File: src/sv/multilevel_queue_scheduler_assert.svh
// Assertion macros for the multilevel queue scheduler.
// Included by RTL modules that carry concurrent checks; no other dependencies.
`ifndef MULTILEVEL_QUEUE_SCHEDULER_ASSERT_SVH
`define MULTILEVEL_QUEUE_SCHEDULER_ASSERT_SVH

// Same-cycle implication, disabled during reset.
`define MQS_ASSERT_IMP(lbl, clk, rst, ante, cons, msg) \
  lbl: assert property (@(posedge clk) disable iff (rst) (ante) |-> (cons)) \
    else $error(msg);

// Next-cycle implication, disabled during reset.
`define MQS_ASSERT_NXT(lbl, clk, rst, ante, cons, msg) \
  lbl: assert property (@(posedge clk) disable iff (rst) (ante) |=> (cons)) \
    else $error(msg);

`endif

File: src/sv/mqs_pkg.sv
// Shared constants and types for the multilevel queue scheduler.
// No dependencies; imported by every module of the block.
`default_nettype none

package mqs_pkg;

  localparam int MAX_PROC   = 32;
  localparam int NUM_LEVELS = 8;
  localparam int IDX_W      = $clog2(MAX_PROC);
  localparam int CNT_W      = $clog2(MAX_PROC + 1);
  localparam int LVL_W      = $clog2(NUM_LEVELS);

  localparam int ARR_W      = 16;
  localparam int BUR_W      = 16;
  localparam int LVL_IN_W   = 3;
  localparam int ID_W       = 5;
  localparam int TIME_W     = 22;

  localparam logic [TIME_W-1:0] TIME_MAX = '1;

  localparam int Q_DEPTH    = 2;
  localparam int Q_AW       = $clog2(Q_DEPTH);
  localparam int Q_CW       = $clog2(Q_DEPTH + 1);

  // Command from the loader to the scheduling engine.
  typedef struct packed {
    logic              wr;
    logic [IDX_W-1:0]  idx;
    logic [ARR_W-1:0]  arr;
    logic [BUR_W-1:0]  bur;
    logic [LVL_W-1:0]  lvl;
    logic              last;
    logic [CNT_W-1:0]  n;
  } cmd_t;

endpackage

`default_nettype wire

File: src/sv/mqs_front.sv
// Loader front end: accepts processes, clamps levels, assigns load slots.
// Depends on mqs_pkg; feeds mqs_cmd_fifo.
`default_nettype none

module mqs_front import mqs_pkg::*; (
  input  wire logic                 clk,
  input  wire logic                 rst,
  input  wire logic                 in_valid,
  output logic                      in_ready,
  input  wire logic [ARR_W-1:0]     arrival_time,
  input  wire logic [BUR_W-1:0]     burst_time,
  input  wire logic [LVL_IN_W-1:0]  queue_level,
  input  wire logic                 last_process,
  output logic                      push,
  output cmd_t                      cmd,
  input  wire logic                 q_ready
);

  logic [CNT_W-1:0] count;
  logic [CNT_W-1:0] count_next;
  logic             has_room;
  logic [CNT_W-1:0] stored;

  assign in_ready = q_ready;
  assign push     = in_valid && q_ready;
  assign has_room = count < CNT_W'(MAX_PROC);
  assign stored   = has_room ? count + 1'b1 : count;

  always_comb begin
    cmd.wr   = has_room;
    cmd.idx  = count[IDX_W-1:0];
    cmd.arr  = arrival_time;
    cmd.bur  = burst_time;
    if (int'(queue_level) >= NUM_LEVELS) begin
      cmd.lvl = LVL_W'(NUM_LEVELS - 1);
    end else begin
      cmd.lvl = LVL_W'(queue_level);
    end
    cmd.last = last_process;
    cmd.n    = stored;
  end

  // Restart the count once a batch is handed over.
  assign count_next = last_process ? '0 : stored;

  always_ff @(posedge clk) begin
    if (rst) begin
      count <= '0;
    end else if (push) begin
      count <= count_next;
    end
  end

endmodule

`default_nettype wire

File: src/sv/mqs_cmd_fifo.sv
// Short command queue between the loader and the scheduling engine.
// Depends on mqs_pkg for cmd_t and the queue depth.
`default_nettype none

module mqs_cmd_fifo import mqs_pkg::*; (
  input  wire logic  clk,
  input  wire logic  rst,
  input  wire logic  push,
  input  wire cmd_t  wr_data,
  output logic       wr_ready,
  output logic       rd_valid,
  output cmd_t       rd_data,
  input  wire logic  pop
);

  cmd_t             slots [Q_DEPTH];
  logic [Q_AW-1:0]  wr_ptr;
  logic [Q_AW-1:0]  rd_ptr;
  logic [Q_CW-1:0]  fill;
  logic             do_push;
  logic             do_pop;

  assign wr_ready = fill != Q_CW'(Q_DEPTH);
  assign rd_valid = fill != '0;
  assign rd_data  = slots[rd_ptr];
  assign do_push  = push && wr_ready;
  assign do_pop   = pop && rd_valid;

  always_ff @(posedge clk) begin
    if (do_push) begin
      slots[wr_ptr] <= wr_data;
    end
  end

  always_ff @(posedge clk) begin
    if (rst) begin
      wr_ptr <= '0;
      rd_ptr <= '0;
      fill   <= '0;
    end else begin
      if (do_push) begin
        wr_ptr <= (int'(wr_ptr) == Q_DEPTH - 1) ? '0 : wr_ptr + 1'b1;
      end
      if (do_pop) begin
        rd_ptr <= (int'(rd_ptr) == Q_DEPTH - 1) ? '0 : rd_ptr + 1'b1;
      end
      if (do_push && !do_pop) begin
        fill <= fill + 1'b1;
      end else if (do_pop && !do_push) begin
        fill <= fill - 1'b1;
      end
    end
  end

endmodule

`default_nettype wire

File: src/sv/mqs_engine.sv
// Scheduling engine: process store, selection scan, timing and result register.
// Depends on mqs_pkg and multilevel_queue_scheduler_assert.svh.
`default_nettype none
`include "multilevel_queue_scheduler_assert.svh"

module mqs_engine import mqs_pkg::*; (
  input  wire logic               clk,
  input  wire logic               rst,
  input  wire logic               cmd_valid,
  input  wire cmd_t               cmd,
  output logic                    cmd_ready,
  output logic                    out_valid,
  input  wire logic               out_ready,
  output logic [ID_W-1:0]         process_id,
  output logic [ARR_W-1:0]        arrival_out,
  output logic [BUR_W-1:0]        burst_out,
  output logic [TIME_W-1:0]       completion_time,
  output logic [TIME_W-1:0]       turnaround_time,
  output logic [TIME_W-1:0]       waiting_time,
  output logic [TIME_W-1:0]       response_time,
  output logic                    last_result
);

  localparam logic [2:0] S_IDLE = 3'd0;
  localparam logic [2:0] S_SCAN = 3'd1;
  localparam logic [2:0] S_TAIL = 3'd2;
  localparam logic [2:0] S_COMP = 3'd3;
  localparam logic [2:0] S_EMIT = 3'd4;

  typedef struct packed {
    logic [ARR_W-1:0] arr;
    logic [BUR_W-1:0] bur;
    logic [LVL_W-1:0] lvl;
    logic [IDX_W-1:0] idx;
  } cand_t;

  logic [ARR_W-1:0]   mem_arr [MAX_PROC];
  logic [BUR_W-1:0]   mem_bur [MAX_PROC];
  logic [LVL_W-1:0]   mem_lvl [MAX_PROC];

  logic [2:0]         state;
  logic [MAX_PROC-1:0] done;
  logic [CNT_W-1:0]   n;
  logic [CNT_W-1:0]   picks;
  logic [IDX_W-1:0]   scan_idx;
  logic [TIME_W-1:0]  cur_time;

  logic               rd_vld;
  cand_t              rd;
  cand_t              best_a;
  cand_t              best_e;
  logic               have_a;
  logic               have_e;

  cand_t              pick;
  logic [TIME_W-1:0]  pick_start;
  logic [TIME_W-1:0]  pick_comp;

  cand_t              sel;
  logic [TIME_W-1:0]  start_c;
  logic [TIME_W:0]    sum_c;
  logic [TIME_W-1:0]  comp_c;
  logic [TIME_W-1:0]  tat_c;
  logic               arrived;
  logic               take_a;
  logic               take_e;
  logic               out_free;
  logic               last_pick;

  assign cmd_ready = state == S_IDLE;
  assign out_free  = !out_valid || out_ready;
  assign last_pick = (picks + 1'b1) == n;

  // Store writes and registered scan read.
  always_ff @(posedge clk) begin
    if (state == S_IDLE && cmd_valid && cmd.wr) begin
      mem_arr[cmd.idx] <= cmd.arr;
      mem_bur[cmd.idx] <= cmd.bur;
      mem_lvl[cmd.idx] <= cmd.lvl;
    end
    rd.arr <= mem_arr[scan_idx];
    rd.bur <= mem_bur[scan_idx];
    rd.lvl <= mem_lvl[scan_idx];
    rd.idx <= scan_idx;
  end

  // Candidate ranking: best_a among arrived, best_e by earliest arrival.
  assign arrived = TIME_W'(rd.arr) <= cur_time;
  assign take_a  = rd_vld && !done[rd.idx] && arrived &&
                   (!have_a || rd.lvl < best_a.lvl ||
                    (rd.lvl == best_a.lvl && rd.arr < best_a.arr));
  assign take_e  = rd_vld && !done[rd.idx] &&
                   (!have_e || rd.arr < best_e.arr ||
                    (rd.arr == best_e.arr && rd.lvl < best_e.lvl));

  // Pick and completion time.
  always_comb begin
    sel     = have_a ? best_a : best_e;
    start_c = have_a ? cur_time : TIME_W'(best_e.arr);
    sum_c   = (TIME_W+1)'(start_c) + (TIME_W+1)'(sel.bur);
    comp_c  = (sum_c > (TIME_W+1)'(TIME_MAX)) ? TIME_MAX : sum_c[TIME_W-1:0];
    tat_c   = pick_comp - TIME_W'(pick.arr);
  end

  always_ff @(posedge clk) begin
    if (take_a) begin
      best_a <= rd;
    end
    if (take_e) begin
      best_e <= rd;
    end
    if (state == S_COMP) begin
      pick       <= sel;
      pick_start <= start_c;
      pick_comp  <= comp_c;
    end
    if (state == S_EMIT && out_free) begin
      process_id      <= ID_W'(pick.idx);
      arrival_out     <= pick.arr;
      burst_out       <= pick.bur;
      completion_time <= pick_comp;
      turnaround_time <= tat_c;
      waiting_time    <= (tat_c >= TIME_W'(pick.bur)) ? tat_c - TIME_W'(pick.bur) : '0;
      response_time   <= pick_start - TIME_W'(pick.arr);
      last_result     <= last_pick;
    end
  end

  always_ff @(posedge clk) begin
    if (rst) begin
      state     <= S_IDLE;
      done      <= '0;
      n         <= '0;
      picks     <= '0;
      scan_idx  <= '0;
      cur_time  <= '0;
      rd_vld    <= 1'b0;
      have_a    <= 1'b0;
      have_e    <= 1'b0;
      out_valid <= 1'b0;
    end else begin
      if (take_a) begin
        have_a <= 1'b1;
      end
      if (take_e) begin
        have_e <= 1'b1;
      end
      // Drop the word once taken; the emit state reloads it on its own.
      if (out_valid && out_ready && state != S_EMIT) begin
        out_valid <= 1'b0;
      end
      case (state)
        S_IDLE: begin
          rd_vld <= 1'b0;
          if (cmd_valid && cmd.last) begin
            n        <= cmd.n;
            picks    <= '0;
            scan_idx <= '0;
            have_a   <= 1'b0;
            have_e   <= 1'b0;
            state    <= S_SCAN;
          end
        end
        S_SCAN: begin
          rd_vld <= 1'b1;
          if (CNT_W'(scan_idx) == n - 1'b1) begin
            state <= S_TAIL;
          end else begin
            scan_idx <= scan_idx + 1'b1;
          end
        end
        S_TAIL: begin
          rd_vld <= 1'b0;
          state  <= S_COMP;
        end
        S_COMP: begin
          done[sel.idx] <= 1'b1;
          cur_time      <= comp_c;
          state         <= S_EMIT;
        end
        S_EMIT: begin
          if (out_free) begin
            out_valid <= 1'b1;
            picks     <= picks + 1'b1;
            scan_idx  <= '0;
            have_a    <= 1'b0;
            have_e    <= 1'b0;
            if (last_pick) begin
              done     <= '0;
              cur_time <= '0;
              state    <= S_IDLE;
            end else begin
              state <= S_SCAN;
            end
          end
        end
        default: begin
          state <= S_IDLE;
        end
      endcase
    end
  end

  `MQS_ASSERT_IMP(a_pick_exists, clk, rst, state == S_COMP, have_e, "no candidate at pick")
  `MQS_ASSERT_NXT(a_pick_marked, clk, rst, state == S_COMP, done[pick.idx], "pick not marked done")
  `MQS_ASSERT_IMP(a_picks_bound, clk, rst, state == S_EMIT, picks < n, "too many picks")
  `MQS_ASSERT_NXT(a_time_mono, clk, rst, state == S_COMP, cur_time >= $past(cur_time), "time went back")

endmodule

`default_nettype wire

File: src/sv/multilevel_queue_scheduler.sv
// Top level of the non-preemptive multilevel queue scheduler.
// Depends on mqs_pkg, mqs_front, mqs_cmd_fifo and mqs_engine.
//
//   channel  | handshake            | fields
//   ---------+----------------------+-----------------------------------------------
//   input    | in_valid / in_ready  | arrival_time burst_time queue_level last_process
//   output   | out_valid / out_ready| process_id arrival_out burst_out completion_time
//            |                      | turnaround_time waiting_time response_time
//            |                      | last_result
//
// Loading takes one word per cycle while the queue has room; the front assigns
// load slots and passes commands through a two-entry queue to the engine.
// Each result takes a scan of the process store through its single read port,
// then a tail, a pick and an emit state.
// While a batch schedules the engine takes no commands, so the queue fills and
// in_ready drops.
// Reset is synchronous; it clears slot count, done flags, time and queue state.
// The output register holds a word under out_ready low and stalls the engine.
`default_nettype none

module multilevel_queue_scheduler import mqs_pkg::*; (
  input  wire logic                 clk,
  input  wire logic                 rst,
  input  wire logic                 in_valid,
  output logic                      in_ready,
  input  wire logic [ARR_W-1:0]     arrival_time,
  input  wire logic [BUR_W-1:0]     burst_time,
  input  wire logic [LVL_IN_W-1:0]  queue_level,
  input  wire logic                 last_process,
  output logic                      out_valid,
  input  wire logic                 out_ready,
  output logic [ID_W-1:0]           process_id,
  output logic [ARR_W-1:0]          arrival_out,
  output logic [BUR_W-1:0]          burst_out,
  output logic [TIME_W-1:0]         completion_time,
  output logic [TIME_W-1:0]         turnaround_time,
  output logic [TIME_W-1:0]         waiting_time,
  output logic [TIME_W-1:0]         response_time,
  output logic                      last_result
);

  // Front to queue.
  logic  push;
  cmd_t  push_cmd;
  logic  q_ready;

  // Queue to engine.
  logic  q_valid;
  cmd_t  q_cmd;
  logic  pop;

  mqs_front u_front (
    .clk          (clk),
    .rst          (rst),
    .in_valid     (in_valid),
    .in_ready     (in_ready),
    .arrival_time (arrival_time),
    .burst_time   (burst_time),
    .queue_level  (queue_level),
    .last_process (last_process),
    .push         (push),
    .cmd          (push_cmd),
    .q_ready      (q_ready)
  );

  // Decouple loading from the scheduling scan.
  mqs_cmd_fifo u_queue (
    .clk      (clk),
    .rst      (rst),
    .push     (push),
    .wr_data  (push_cmd),
    .wr_ready (q_ready),
    .rd_valid (q_valid),
    .rd_data  (q_cmd),
    .pop      (pop)
  );

  mqs_engine u_engine (
    .clk             (clk),
    .rst             (rst),
    .cmd_valid       (q_valid),
    .cmd             (q_cmd),
    .cmd_ready       (pop),
    .out_valid       (out_valid),
    .out_ready       (out_ready),
    .process_id      (process_id),
    .arrival_out     (arrival_out),
    .burst_out       (burst_out),
    .completion_time (completion_time),
    .turnaround_time (turnaround_time),
    .waiting_time    (waiting_time),
    .response_time   (response_time),
    .last_result     (last_result)
  );

endmodule

`default_nettype wire

File: config.mk
export PLATFORM = sky130hd
export DESIGN_NAME = multilevel_queue_scheduler
export DESIGN_NICKNAME = d
export VERILOG_FILES = /design/src/sv/mqs_pkg.sv /design/src/sv/mqs_front.sv /design/src/sv/mqs_cmd_fifo.sv /design/src/sv/mqs_engine.sv /design/src/sv/multilevel_queue_scheduler.sv
export VERILOG_INCLUDE_DIRS = /design/src /design/src/sv
export SDC_FILE = /design/constraint.sdc
export NUM_CORES = 2
export LEC_CHECK = 0
export ABC_CLOCK_PERIOD_IN_PS = 12200
export BUFFER_PORTS_ARGS = -buffer_cell sky130_fd_sc_hd__buf_2
export CORE_MARGIN = 4
export CORE_UTILIZATION = 30
export CTS_BUF_LIST = sky130_fd_sc_hd__clkbuf_2 sky130_fd_sc_hd__clkbuf_4 sky130_fd_sc_hd__clkbuf_8
export CTS_CLUSTER_SIZE = 10
export DETAILED_ROUTE_END_ITERATION = 10
export PLACE_DENSITY_LB_ADDON = 0.25
export SLEW_MARGIN = 20
export SYNTH_ARGS = -nofsm -noshare
export SYNTH_HDL_FRONTEND = slang
export SYNTH_SLANG_ARGS = --single-unit
File: constraint.sdc
create_clock -name clk -period 12.2 [get_ports clk]
set_input_delay 0.61 -clock clk [delete_from_list [all_inputs] [get_ports clk]]
set_output_delay 0.61 -clock clk [all_outputs]
set_load 0.01 [all_outputs]
==> flow_metrics.py <==
metrics = {
    "outcome": {
        "status": "finished, final reports clean",
    },
    "synthesis": {
        "yosys_warnings": 0,
        "syn_avg_cell_area_um2": 18.93,
        "yosysUniqueCellTypes": 70,
        "ys.flop_type": "edfxtp_1",
        "ys_async_sr_fraction_pct": 0,
        "syn_inst": 3431,
        "synth_commonest_cells": "edfxtp_1 (1,503), mux4_2 (359), nor2_1 (183)",
        "synth_edf_count": 1503,
        "synth_top_cell_area_share_pct": 69.47,
        "yosys.area.top_type": "edfxtp_1",
        "syn_area_um2": 64960,
        "yosys.cell_count.top_type": "edfxtp_1",
        "seq_area_frac_synth_pct": 73.45,
        "yosys_register_bits": 1632,
        "synth_fp_nets": 3596,
        "synth_area_leaders": "edfxtp_1 (69%), mux4_2 (12%), dfxtp_1 (4.0%)",
    },
    "pwr": {
        "p_per_area_nw_per_um2": 188.5,
        "leakagePower_nw": 24.42,
        "comb_power_share_pct": 17.0,
        "internal_power_mw": 10.45,
        "total_power_mw": 14.23,
        "p_sw_mw": 3.779,
        "swShare_pct": 26.56,
        "ir_drop_mv": 0.1246,
        "clockPowerShare_pct": 34.2,
        "seqPwrFrac_pct": 48.8,
    },
    "grt": {
        "grt_max_degree": 142,
        "grt_pass1_wl_mm": 240.2,
        "grt.total_usage_pct": 14.64,
        "gr-total-overflow": 0,
        "grt_pass1_vias": 33844,
        "antenna_found_initial": 9,
    },
    "clock_network": {
        "cts_tree": "done",
        "cts-root-buf": "clkbuf_8",
        "cts_resized": 0,
        "clkSlewWorstSetupHoldPaths_ns": 0.06,
        "cts_max_path_buffers": 4,
        "cts.sinks": 1632,
        "h-tree-depth": 5,
        "numCtsBuffers": 290,
        "worstSkewPairLatency_ns": 0.99,
    },
    "sta": {
        "setup_tns_ns": 0,
        "period_needed_ns": 4.743,
        "tightestPinTransition_ns": 1.090,
        "fin_crit_sh_pct": 38.88,
        "rsz0062_at_grt": "false",
        "postLayoutSetupSlackWorst_ns": 7.457,
        "hold_viol": 0,
        "finalClockSkew_ns": 0.08074,
        "slew_headroom_pct": 26.78,
        "fin_hold_ws_ns": 0.3218,
        "drv_slew": 0,
        "clock.fmax_mhz": 210.8,
        "setup_viol": 0,
    },
    "critical_path": {
        "crit_chain": "inv_1, ha_1, inv_1, fa_1, a211oi_1, o211ai_1, a41oi_2, o21bai_1, a21oi_1, xnor2_1, ha_1, a21o_1, a21oi_1, o21a_1, o31a_1, nand4b_1, nor4_4, clkbuf_8, nor2_1",
        "cp_slowest_cell": "nor4_4",
        "cp_slowest_stage_delay_ns": 0.45,
        "cp.arrival_ns": 5.41,
        "end_kind": "register",
        "critPathKind": "register to register",
        "worstRegToRegCells": 19,
        "cp-start-kind": "register",
        "cp_max_fo": 16,
        "cp.required_ns": 12.86,
    },
    "routing": {
        "initialDrtViolationCount": 3004,
        "drt-total-wl_mm": 166.3,
        "detail-route-antenna-nets": 0,
        "vias": 33046,
        "avgRoutedWirePerCell_um": 24.13,
        "drc": 0,
        "drt_pass1_iterations": 6,
        "vias_per_cell": 4.796,
    },
    "final_layout": {
        "ff_latch_area_um2": 47740,
        "area_delta_synth_final_pct": 16.18,
        "drive_gt1_share_pct": 29.28,
        "nets": 4021,
        "multiInputGateArea_um2": 16550,
        "fillerInstances": 20109,
        "fin_area_um2": 75470,
    },
    "place": {
        "place.gp.congestion": 0.7924,
        "post_dp_cell_area_um2": 69630,
        "post-place-ws_ns": 7.098,
        "hpwlAfterDp_mm": 92.27,
        "io_buffer_count": 167,
    },
    "die": {
        "start_util_pct": 30.21,
        "core.rowCount": 170,
        "ios": 168,
        "coreArea_um2": 215000,
        "die_h_um": 473.3,
        "die_w_um": 473.3,
        "die_area_um2": 224100,
    },
    "worst_hold_path": {
        "worstHoldPathCells": 3,
        "worstHoldPathType": "primary input to register",
    },
    "job": {
        "cap_violations": 0,
    },
}
==> cell usage in the layout, fill, tap and decap left out, types with 53 or more instances in the layout <==
master / netlist / routed
nand2_1: 147 / 147
dfxtp_1: 129 / 122
mux4_2: 359 / 359
buf_4: 0 / 56
inv_1: 126 / 125
xnor2_1: 53 / 53
clkbuf_4: 0 / 118
mux2_2: 90 / 90
o21ai_0: 55 / 55
nor2_1: 183 / 149
a21oi_1: 111 / 110
buf_2: 0 / 167
ha_1: 121 / 121
clkbuf_8: 0 / 313
edfxtp_1: 1503 / 1503
==> registers in the layout, summed over array words and instances (netlist names), 6 cells and up, named ones only <==
register	count
u_engine.pick	37
u_engine.picks	6
u_queue.slots	96
u_engine.mem_arr	512
u_engine.rd	40
u_engine.done	32
u_engine.mem_bur	512
u_engine.best_a	40
u_engine.n	6
u_engine.turnaround_time	22
u_engine.pick_start	22
u_front.count	6
u_engine.arrival_out	16
u_engine.response_time	22
u_engine.pick_comp	22
u_engine.completion_time	22
u_engine.waiting_time	22
u_engine.best_e	40
u_engine.mem_lvl	96
u_engine.burst_out	16
u_engine.cur_time	22
==> final cells by class <==
type                    instances  area share, %
well taps                    2838          4.705
clock inverters                53         0.3382
repair buffers                264          2.253
inverters                     127         0.6382
diodes                          6        0.01989
clock buffers                 430          6.863
flip-flops and latches       1632          63.25
multi-input cells            1541          21.93
==> per-layer routing <==
layer / track usage (%) / wire (um) / vias up / share of wire, %
li1: - / - / 14600 / -
met1: 21.07 / 77230 / 17262 / 46
met2: 23.00 / 77080 / 912 / 46
met3: 2.677 / 8843 / 272 / 5.3
met4: 3.539 / 3161 / 0 / 1.9
met5: 0 / 0 / - / 0
==> critical path, delay by kind of cell, from the launching register on <==
family          cells  cell delay (ns)
flops               1             0.39
compound gates      9             1.85
buf+inv             3             0.41
simple gates        3             0.74
fa+ha+maj           3             0.91
xor+xnor            1             0.16
==> metrics by stage <==
| step | std cells | util [%] |
|---|---|---|
| 6_report | 6891 | 35.10 |
| 5_1_grt | 6888 | 35.09 |
| 3_5_place_dp | 6364 | 32.38 |
| 4_1_cts | 6884 | 35.08 |
| 3_3_place_gp | 6364 | 32.38 |
| 2_1_floorplan | 3431 | - |
==> power groups by stage <==
stage | combinational [mW] | clock [mW] | sequential (mW)
after floorplan | 1.75 | 0 | 6.95
after global placement | 2.43 | 0 | 7.06
after detailed placement | 2.46 | 0 | 7.07
after CTS | 2.48 | 5.01 | 6.95
after global routing | 2.67 | 5.28 | 6.97
final | 2.43 | 4.86 | 6.94
==> cells by family after synthesis <==
logic type	Yosys count	synth area share, %
XOR/XNOR	86	1.181
buffers and inverters	258	1.514
AO/OA/AOI/OAI	336	3.361
AND/OR/NAND/NOR	529	3.788
flip-flops	1632	73.45
multiplexers	465	14.25
adder cells (fa/ha/maj)	125	2.454
==> what timing repair did <==
action                                  CTS  global route
endpoints found under the setup margin    0             0
setup buffers                             0             0
hold buffers                             37             0
hold endpoints to repair                 75             0
==> path summary, 6_finish.rpt <==
kind / end / startpoint / slack [ns]
worst min-delay path: u_engine.cur_time[18]$_SDFFE_PP0P_ / rst / 0.32
worst max-delay path: u_engine.waiting_time[2]$_SDFFCE_PN0P_ / u_engine.pick_comp[0]$_DFFE_PN_ / 7.46
worst max register to register: u_engine.waiting_time[2]$_SDFFCE_PN0P_ / u_engine.pick_comp[0]$_DFFE_PN_ / 7.46
worst min register to register: u_engine.best_a[15]$_DFFE_PP_ / u_engine.rd[15]$_DFF_P_ / 0.41
Power figures use the tool's default switching activity.
